### src/hw/rtl/shp_pkg.sv
// ----------------------------------------------------------------------------
// shp_pkg
// Shared types and constants of the 3x3 sharpen filter.
// ----------------------------------------------------------------------------
package shp_pkg;

   localparam int SHP_MAX_COLS     = 2048;
   localparam int SHP_MAX_ROWS     = 4096;
   localparam int SHP_MIN_SIZE     = 3;
   localparam int SHP_CHAN_W       = 8;
   localparam int SHP_PIX_W        = 3 * SHP_CHAN_W;
   localparam int SHP_WIDTH_REG_W  = 12;
   localparam int SHP_HEIGHT_REG_W = 13;
   localparam int SHP_CSR_INDEX_W  = 2;
   localparam int SHP_CSR_DATA_W   = 13;

   localparam logic [11:0] SHP_WIDTH_RESET  = 12'd640;
   localparam logic [12:0] SHP_HEIGHT_RESET = 13'd480;

   typedef enum logic [SHP_CSR_INDEX_W-1:0] {
      CSR_FRAME_WIDTH  = 2'd0,
      CSR_FRAME_HEIGHT = 2'd1,
      CSR_BORDER_MODE  = 2'd2
   } csr_index_type;

   typedef struct packed {
      logic [7:0] red;
      logic [7:0] green;
      logic [7:0] blue;
   } pixel_type;

   // one window column: current row, row above, two rows above
   typedef struct packed {
      pixel_type below;
      pixel_type mid;
      pixel_type top;
   } column_type;

   typedef struct packed {
      logic [7:0] pix_red;
      logic [7:0] pix_green;
      logic [7:0] pix_blue;
      logic       drain;
   } req_payload_type;

   typedef struct packed {
      logic [7:0] out_red;
      logic [7:0] out_green;
      logic [7:0] out_blue;
      logic       frame_end;
   } rsp_payload_type;

endpackage

### src/hw/rtl/shp_column_cell.sv
// ----------------------------------------------------------------------------
// shp_column_cell
// One column of the 3x3 window; takes its neighbor's column on each shift.
// ----------------------------------------------------------------------------
module shp_column_cell
   import shp_pkg::*;
(
   input  logic       clock,
   input  logic       shift_en,
   input  column_type nbr_col,
   output column_type col_out
);

   column_type col_ff;
   column_type col_in;

   always_comb begin
      col_in = col_ff;
      if (shift_en) begin
         col_in = nbr_col;
      end
   end

   always_ff @(posedge clock) begin
      col_ff <= col_in;
   end

   assign col_out = col_ff;

endmodule

### config.mk
export PLATFORM = sky130hd
export DESIGN_NAME = shp_column_cell
export DESIGN_NICKNAME = d
export VERILOG_FILES = /design/src/hw/rtl/shp_pkg.sv /design/src/hw/rtl/shp_column_cell.sv
export SDC_FILE = /design/constraint.sdc
export NUM_CORES = 1
export LEC_CHECK = 0
export ABC_AREA = 1
export BUFFER_PORTS_ARGS = -buffer_cell sky130_fd_sc_hd__buf_4
export CAP_MARGIN = 20
export CORE_ASPECT_RATIO = 0.8
export CORE_MARGIN = 3
export CORE_UTILIZATION = 31
export DETAILED_ROUTE_END_ITERATION = 7
export GPL_ROUTABILITY_DRIVEN = 0
export PLACE_DENSITY = 0.66
export SYNTH_ARGS = -nofsm -noshare
export SYNTH_HDL_FRONTEND = slang
export SYNTH_SLANG_ARGS = --single-unit
### constraint.sdc
create_clock -name clock -period 0.8 [get_ports clock]
set_input_delay 0.16 -clock clock [delete_from_list [all_inputs] [get_ports clock]]
set_output_delay 0.16 -clock clock [all_outputs]
set_load 0.02 [all_outputs]
Word-level counts from Yosys, hierarchy flattened --
Cells that the tools add are included.
Word-level totals: register bits after elaboration 72, input bits 74, output and inout bits 72

Depth between registers and ports, before layout --
word-level depth 0, depth in mapped cells 0

Least setup slack after synthesis --
OpenSTA, ideal clock, no wires.
path type register to output, start reg col_ff (netlist bit col_out[0]), end out col_out[0] (netlist name), arrival time 0.449 ns, data required time 0.640 ns, slack 0.191 ns, stages on the path, launching flop included 1, buffers on the path 0, cells stage by stage edfxtp_1
RTL lines:
- start, declared | line shp_column_cell.sv:14 | column_type col_ff;
- start signal, assigned | line shp_column_cell.sv:25 | col_ff <= col_in;
- end, declared | line shp_column_cell.sv:11 | output column_type col_out
No word-level cell between the ends.

Worst setup path in the final report --
start reg col_ff (netlist bit col_out[22]), end out col_out[22] (netlist name)
No word-level cell between the ends.

==> impl_results.md <==
* Final Hold Viols at 0
* Global-route wire length before repair at 10.3 mm
* Mux cell area share after synthesis at 0%
* Drt pass-1 iters at 4
* Fill cells at 441
* Dpl hpwl at 3.87 mm
* Core area at 6570 sq um
* GR Overflow Total at 0
* HP Class: in -> reg
* Register area at 2160 sq um
* Synth area leaders: edfxtp_1 (100%)
* Final setup viols at 72
* Total Wirelength at 6.77 mm
* Post-layout minimum cycle time at 1.10 ns
* I/O pin count at 146
* Crit end category: primary output
* Power after layout at 9.51 mW
* Crit-path cells: buf_6
* Synth Flop Type: edfxtp_1
* Register area share after synthesis at 100%
* Final period util at 137%
* Vias at 1659
* Peak Freq at 909 MHz
* Mapped cell area at 2160 sq um
* Largest net degree at the start of global routing at 30
* Post-Synth Adder-Cell Area at 0%
* Max-Cap Viols at 0
* Asr flop ratio synth at 0%
* Synth Area in Compound Gates at 0%
* Placed Cells incl. Taps at 304
* Mapped Nets at 146
* Crit path max-delay family: flip-flops
* Startpoint Class: flip-flop
* Total GRT Usage at 18.3%
* Hold path depth at 1
* Worst slew margin at 89.0%
* Fin nets at 377
* Num CTS Buffers at 9
* Failing checks: negative setup slack
* Die ar. at 8020 sq um
* Top cells by count, synth: edfxtp_1 (72)
* Area Growth Syn to Fin at 114%
* Xor and xnor area share after synthesis at 0%
* WL per Instance at 17.3 um
* Routed vias/inst at 4.23
* Largest stage delay on the critical path at 0.43 ns
* Die width at 99.4 um
* Vias in the first global route at 1905
* Htree depth at 3
* Die Ht at 80.7 um
* EDFF count, synth at 72
* CP Class: reg -> out
* Lkg Pwr at 1.93 nW
* Simple-gate share of the synthesized area at 0%
* CP arrival at 0.94 ns
* Multi-input comb cells at 0
* Most instantiated library cell after synthesis: edfxtp_1
* Post-synthesis instance total at 72
* Clock Sink Count at 72
* Setup TNS Final at -17.53 ns
* Distinct cells, synth at 1
* Worst Max-Slew Pin Slew at 0.165 ns
* Synth top area share at 100%
* Final cell count without fillers at 392
* CTS Buffer Depth at 2
* Mapped Avg Cell Area at 30.0 sq um
* RSZ-0062 raised after global routing: yes
* Setup WS post-layout at -0.300 ns
* Share of cells above drive strength 1 at 53.2%
* Final core occ at 70.5%
* WP data required at 0.64 ns
* Hold Path Sink: col_out[64]$_DFFE_PP_
* Routed Antenna Nets at 0
* Critical path's slowest cell: edfxtp_1
* Yosys top cell by area: edfxtp_1
* CTS root buf: clkbuf_8
* DP Worst Slack at -0.0356 ns
* Pwr/cell area at 2050 nW/um^2
* Row cnt at 26
* Ant diodes at 0
* Starting density of the core at 32.9%
* Multi-input gate area at 0 sq um
* Clock-pin slew on the worst setup and hold paths at 0.08 ns
* Syn. warnings at 0
* Max reg flops at 72
* CTS tree: done
* IR drop worst, VDD at 1.79 mV
* Drt initial violations at 43
* Fin. max-slew vios at 0
* Count of input and output buffers at 145
* Outcome: complete, but fails checks
* Drc violations at 0
* Crit path buffers/inverters at 1
* Critical Path Fanout Max at 1
* Initial antenna violation count at 0
* FF+latch count, synth at 72
* Hold path start: shift_en
-- cell families (layout without fill, tap and decap cells) --
| kind of cell | count (synthesis) | in the layout |
|---|---|---|
| buffers and inverters | 0 | 236 |
| flip-flops | 72 | 72 |
-- layout make-up --
type	count	share of cell area, %
Clock buffer	9	2.67
Clock inverter	7	2.21
Sequential cell	72	46.7
Tap cell	84	2.27
Timing Repair Buffer	220	46.2
-- metrics by stage --
step                instance area [sq um]  hold slack (ns)
floorplan                            2160            0.259
global placement                     3420            0.338
detailed placement                   3420            0.339
CTS                                  4630           0.0655
global route                         4630           0.0641
finish                               4630           0.0897
-- power by group --
| group | switching, mW | total (mW) | internal [mW] | leakage [nW] |
|---|---|---|---|---|
| clock | 1.40 | 3.19 | 1.79 | 0.110 |
| combinational | 0.706 | 1.70 | 0.994 | 1.12 |
| sequential | 0.141 | 4.63 | 4.49 | 0.705 |
| total | 2.25 | 9.51 | 7.27 | 1.93 |
-- per-layer routing --
layer  GRT usage [%]  wire length, um
met1            17.7             2260
met2            30.9             3580
met3            11.6              787
met4            8.05              148
met5               0                0
-- cells in the final DEF, fill, tap and decap left out --
master         count
clkbuf_8           9
buf_12             3
bufinv_16          2
dlygate4sd3_1     72
buf_6             72
inv_6              2
clkinvlp_4         1
clkinv_4           2
buf_4             73
edfxtp_1          72
-- timing repair --
| action | 4_1_cts | 5_1_grt |
|---|---|---|
| setup buffers | 0 | 0 |
| resized for setup | 70 | 2 |
| hold endpoints to repair | 72 | 0 |
| setup endpoints to repair | 72 | 72 |
| hold buffers | 72 | 0 |
-- how the worst max path moves through the flow --
stage	from	endpoint	slack, ns	depth (start not counted)
3_5_place_dp	shift_en	col_out[8]$_DFFE_PP_	-0.04	2
6_report	col_out[22]$_DFFE_PP_	col_out[22]	-0.30	1
2_1_floorplan	col_out[0]$_DFFE_PP_	col_out[0]	0.19	0
3_3_place_gp	shift_en	col_out[50]$_DFFE_PP_	-0.02	2
4_1_cts	col_out[21]$_DFFE_PP_	col_out[21]	-0.31	1
5_1_grt	col_out[6]$_DFFE_PP_	col_out[6]	-0.35	1
Power figures use the tool's default switching activity.
