<file path="config.mk">
export PLATFORM = sky130hd
export DESIGN_NAME = shp_kernel
export DESIGN_NICKNAME = d
export VERILOG_FILES = /design/src/hw/rtl/shp_pkg.sv /design/src/hw/rtl/shp_kernel.sv
export SDC_FILE = /design/constraint.sdc
export NUM_CORES = 1
export LEC_CHECK = 0
export BUFFER_PORTS_ARGS = -buffer_cell sky130_fd_sc_hd__buf_2
export CAP_MARGIN = 30
export CORE_MARGIN = 2
export CORE_UTILIZATION = 49
export DETAILED_ROUTE_END_ITERATION = 7
export GPL_TIMING_DRIVEN = 0
export PLACE_DENSITY = 0.81
export SLEW_MARGIN = 40
export SYNTH_ARGS = -nofsm -noshare
export SYNTH_HDL_FRONTEND = slang
export SYNTH_SLANG_ARGS = --single-unit
export TNS_END_PERCENT = 1
</file>
<file path="constraint.sdc">
create_clock -name vclk -period 4.85
set_input_delay 0.97 -clock vclk [all_inputs]
set_output_delay 0.97 -clock vclk [all_outputs]
set_load 0.03 [all_outputs]
</file>
<file path="src/hw/rtl/shp_pkg.sv">
// ----------------------------------------------------------------------------
// shp_pkg
// Shared types and constants of the 3x3 sharpen filter.
// ----------------------------------------------------------------------------
package shp_pkg;

   localparam int SHP_MAX_COLS     = 2048;
   localparam int SHP_MAX_ROWS     = 4096;
   localparam int SHP_MIN_SIZE     = 3;
   localparam int SHP_CHAN_W       = 8;
   localparam int SHP_PIX_W        = 3 * SHP_CHAN_W;
   localparam int SHP_WIDTH_REG_W  = 12;
   localparam int SHP_HEIGHT_REG_W = 13;
   localparam int SHP_CSR_INDEX_W  = 2;
   localparam int SHP_CSR_DATA_W   = 13;

   localparam logic [11:0] SHP_WIDTH_RESET  = 12'd640;
   localparam logic [12:0] SHP_HEIGHT_RESET = 13'd480;

   typedef enum logic [SHP_CSR_INDEX_W-1:0] {
      CSR_FRAME_WIDTH  = 2'd0,
      CSR_FRAME_HEIGHT = 2'd1,
      CSR_BORDER_MODE  = 2'd2
   } csr_index_type;

   typedef struct packed {
      logic [7:0] red;
      logic [7:0] green;
      logic [7:0] blue;
   } pixel_type;

   // one window column: current row, row above, two rows above
   typedef struct packed {
      pixel_type below;
      pixel_type mid;
      pixel_type top;
   } column_type;

   typedef struct packed {
      logic [7:0] pix_red;
      logic [7:0] pix_green;
      logic [7:0] pix_blue;
      logic       drain;
   } req_payload_type;

   typedef struct packed {
      logic [7:0] out_red;
      logic [7:0] out_green;
      logic [7:0] out_blue;
      logic       frame_end;
   } rsp_payload_type;

endpackage

</file>
<file path="src/hw/rtl/shp_kernel.sv">
// ----------------------------------------------------------------------------
// shp_kernel
// Sharpen one channel: 5*centre minus four neighbors, clamped to 0..255.
// ----------------------------------------------------------------------------
module shp_kernel
   import shp_pkg::*;
(
   input  logic [7:0] centre,
   input  logic [7:0] top,
   input  logic [7:0] below,
   input  logic [7:0] left,
   input  logic [7:0] right,
   output logic [7:0] result
);

   logic        [10:0] centre5;
   logic signed [11:0] sum;

   always_comb begin
      centre5 = {1'b0, centre, 2'b00} + {3'b000, centre};
      sum = $signed({1'b0, centre5})
          - $signed({4'b0000, top})
          - $signed({4'b0000, below})
          - $signed({4'b0000, left})
          - $signed({4'b0000, right});
      if (sum < 0) begin
         result = 8'd0;
      end else if (sum > 12'sd255) begin
         result = 8'd255;
      end else begin
         result = sum[7:0];
      end
   end

endmodule
</file>
# After elaboration in Yosys (flattened, before gate mapping)
# Cells that the tools add are included.
[classes] muxes=2 addsub=5 magnitude_cmp=2
[op_table] op="$sub A12 B9 Y12" count=3
[op_table] op="$mux W8" count=2
[op_table] op="$gt A12 B9 Y1 const B" count=1
[op_table] op="$lt A12 B1 Y1 const B" count=1
[op_table] op="$sub A11 B8 Y12" count=1
[op_table] op="$add A10 B8 Y11" count=1
[word_totals] wordCells=9 ff_bits=0 input_bits=40

# Longest topological paths before layout
[depth] ltp_word=8 ltp_mapped=14 depth_no_buf=14

# Least setup slack after synthesis
# Ideal clock, no wire load.
[synth_timing] path_kind="input port to output port" startpoint="input top[1]" endpoint="output result[0]" setup_slack_ps=-666 cell_stages=13 n_path_buf=0 arrival_time_ps=4546 path_cell_list="inv_1 -> fa_1 -> fa_1 -> inv_1 -> fa_1 -> inv_1 -> fa_1 -> a211oi_2 -> o21ai_2 -> a221oi_2 -> xnor2_1 -> nor3_4 -> a21oi_1"
[synth_via] elab_chain_len=7
[synth_lines] item="start: declaration" line="shp_kernel.sv:9" source="input logic [7:0] top,"
[synth_lines] item="$sub A11 B8 Y12 (*)" line="shp_kernel.sv:22" source="- $signed({4'b0000, top})"
[synth_lines] item="$sub A12 B9 Y12 (*)" line="shp_kernel.sv:23" source="- $signed({4'b0000, below})"
[synth_lines] item="$sub A12 B9 Y12 (*)" line="shp_kernel.sv:24" source="- $signed({4'b0000, left})"
[synth_lines] item="$sub A12 B9 Y12 (*)" line="shp_kernel.sv:25" source="- $signed({4'b0000, right});"
[synth_lines] item="$gt A12 B9 Y1" line="shp_kernel.sv:28" source="end else if (sum > 12'sd255) begin"
[synth_lines] item="$mux W8" line="shp_kernel.sv:28"
[synth_lines] item="$mux W8 (*)" line="shp_kernel.sv:26" source="if (sum < 0) begin"
[synth_lines] item="end: declaration" line="shp_kernel.sv:13" source="output logic [7:0] result"
# Mark *: on every way between the ends. The rest lies on a longest branch, timed or not.

# Worst setup path after layout
[layout_timing] startpoint="input centre[2]" endpoint="output result[0]"
[layout_via] elab_chain_len=8
[layout_lines] item="start: declaration" line="shp_kernel.sv:8" source="input logic [7:0] centre,"
[layout_lines] item="$add A10 B8 Y11 (*)" line="shp_kernel.sv:20" source="centre5 = {1'b0, centre, 2'b00} + {3'b000, centre};"
[layout_lines] item="$sub A11 B8 Y12 (*)" line="shp_kernel.sv:22"
[layout_lines] item="$sub A12 B9 Y12 (*)" line="shp_kernel.sv:23"
[layout_lines] item="$sub A12 B9 Y12 (*)" line="shp_kernel.sv:24"
[layout_lines] item="$sub A12 B9 Y12 (*)" line="shp_kernel.sv:25"
[layout_lines] item="$gt A12 B9 Y1" line="shp_kernel.sv:28"
[layout_lines] item="$mux W8" line="shp_kernel.sv:28"
[layout_lines] item="$mux W8 (*)" line="shp_kernel.sv:26"
# Marks and branches as above.

==> results.cfg <==
[outcome]
status = finished, violations left
violations = negative setup slack

[setup_path]
crit_required_ns = 3.88
crit_fanout = 5
crit_top_cell = fa_1
endpoint_kind = primary output
slowest_delay_ns = 0.54
cp_slowest_cell = fa_1
worstPathCellList = buf_4, fa_1, fa_1, inv_1, fa_1, inv_1, ha_4, nand3_1, o211ai_1, a21oi_1, xnor2_1, nor3_4, buf_6, a21oi_4, buf_6
worst_setup_path_start_kind = primary input
critPathKind = primary input to primary output
cp.arrival_ns = 4.40

[drt]
finalWirelength_um = 2749
routedWlPerCell_um = 10.45
drcViolationCount = 0
num_vias = 1237
drt_iter0_drc = 23
dr.pass1.iters = 3
ant_nets = 0
vias_per_cell = 4.703

[die]
die_y_um = 58.07
start_util = 0.5195
rows = 19
core-area_um2 = 2758
die-width_um = 58.07
io_pins = 48
die_area_um2 = 3372

[layout]
area_delta_synth_final_pct = 44.89
n_clock_buffer = 0
diodes = 0
final_common_cell = inv_1
fill_cells = 215
mostFrequentLayoutCells = inv_1, buf_2, fa_1
finalNetCount = 319
drive_gt1_frac = 0.3879
stdcell_area_um2 = 2076
design.seq.count = 0
multi_input_area_um2 = 1338
seq_area_um2 = 0

[synth]
synth_area_per_cell_um2 = 8.186
yosysSeqAreaShare = 0
synth_area_um2 = 1433
yosysWarningCount = 0
ys_types = 21
synth_cells = 175
syn_nets = 260

[sta]
hold_violations = 0
setup_viol = 8
fin_crit_ns = 5.366
timing.final.ws_setup_ns = -0.5161
max_slew.worst_pin.slew_ns = 0.3153
slew_violations = 0
slew_headroom = 0.7889
fin_crit_sh = 1.106
grt_setup_unrepaired = yes
fin_hold_ws_ns = 2.575
max_freq_ghz = 0.1864

[pwr]
ir_drop_mv = 0.5544
p_per_area_nw_per_um2 = 626.1
p_leak_nw = 1.148

[placed_design]
dp_slack_ns = -0.9605
place_area_um2 = 1892
port_buffers = 48
place.gp.congestion = 0.8011
dpl.hpwl_um = 2315

[global_route]
grt_overflow = 0
antenna_found_initial = 0
grt_max_degree = 9
track_usage = 0.1709
grt_pass1_wl_um = 4643
grt_pass1_vias = 1228

[hold_path]
hp-class = primary input to primary output

[flow_run]
max_cap_violations = 0
[synth_stat cells]
cell type	count	area [um2]
o21ai_2	1	8.760
o21ai_0	2	10.01
a211oi_2	1	12.51
fa_1	30	600.6
a21o_1	3	22.52
ha_1	15	187.7
mux2i_1	1	10.01
xor2_1	2	17.52
nor3_4	1	16.27
o211ai_1	2	15.01
o22ai_1	1	6.260
nand2_1	4	15.01
inv_1	78	292.8
a21oi_1	16	80.08
o21a_1	1	7.510
a31oi_1	1	6.260
o21bai_1	1	7.510
nand3_1	3	15.01
a221oi_2	1	15.01
nor2_1	2	7.510
xnor2_1	9	78.83
[worst paths after layout]
check / from / endpoint / slack (ns) / depth (start not counted)
worst min-delay path: centre[0] / result[0] / 2.58 / 5
worst max-delay path: centre[2] / result[0] / -0.52 / 15
[metrics by stage]
step / total power, W / TNS [ns] / std cells / util
final: 0.001300 / -3.816 / 263 / 0.7527
after global routing: 0.001415 / -5.141 / 263 / 0.7527
after CTS: 0.001200 / -4.108 / 260 / 0.7323
after detailed placement: 0.001063 / -7.643 / 254 / 0.6860
after global placement: 0.001046 / -7.461 / 254 / 0.6860
after floorplan: 0.0008893 / -4.108 / 175 / -
[area by class of cell]
class | count | area share
inverter | 78 | 0.1447
tap | 31 | 0.01869
multi-input combinational | 97 | 0.6444
timing repair buffer | 57 | 0.1923
[report_power, final]
| group | total [W] | internal, W | switching [W] |
|---|---|---|---|
| clock network | 0 | 0 | 0 |
| logic | 0.00130 | 0.000601 | 0.000699 |
| registers | 0 | 0 | 0 |
| total | 0.00130 | 0.000601 | 0.000699 |
[kinds of logic after synthesis]
family,count (synthesis),share of synthesized area
compound gates,30,0.1336
mux,1,0.006987
simple gates,10,0.03755
buf+inv,78,0.2044
xor+xnor,11,0.06725
fa+ha+maj,45,0.5502
[critical path, delay by kind of cell]
family,cells,cell delay (ns)
AO/OA/AOI/OAI,3,0.58
XOR/XNOR,1,0.29
adder cells (fa/ha/maj),4,1.86
buffers and inverters,5,0.54
AND/OR/NAND/NOR,2,0.16
[routing by layer]
layer | vias to the layer above | wire, um | track usage
li1 | 622 | - | -
met1 | 582 | 1007 | 0.1911
met2 | 29 | 1597 | 0.3718
met3 | 4 | 100 | 0.002232
met4 | 0 | 43 | 0
met5 | - | 0 | 0
[timing repair]
item,4_1_cts,5_1_grt
buffers inserted,6,3
setup endpoints to repair,8,8
resized for setup,23,11
hold buffers,0,0
pin swaps,11,26
Power figures use the tool's default switching activity.
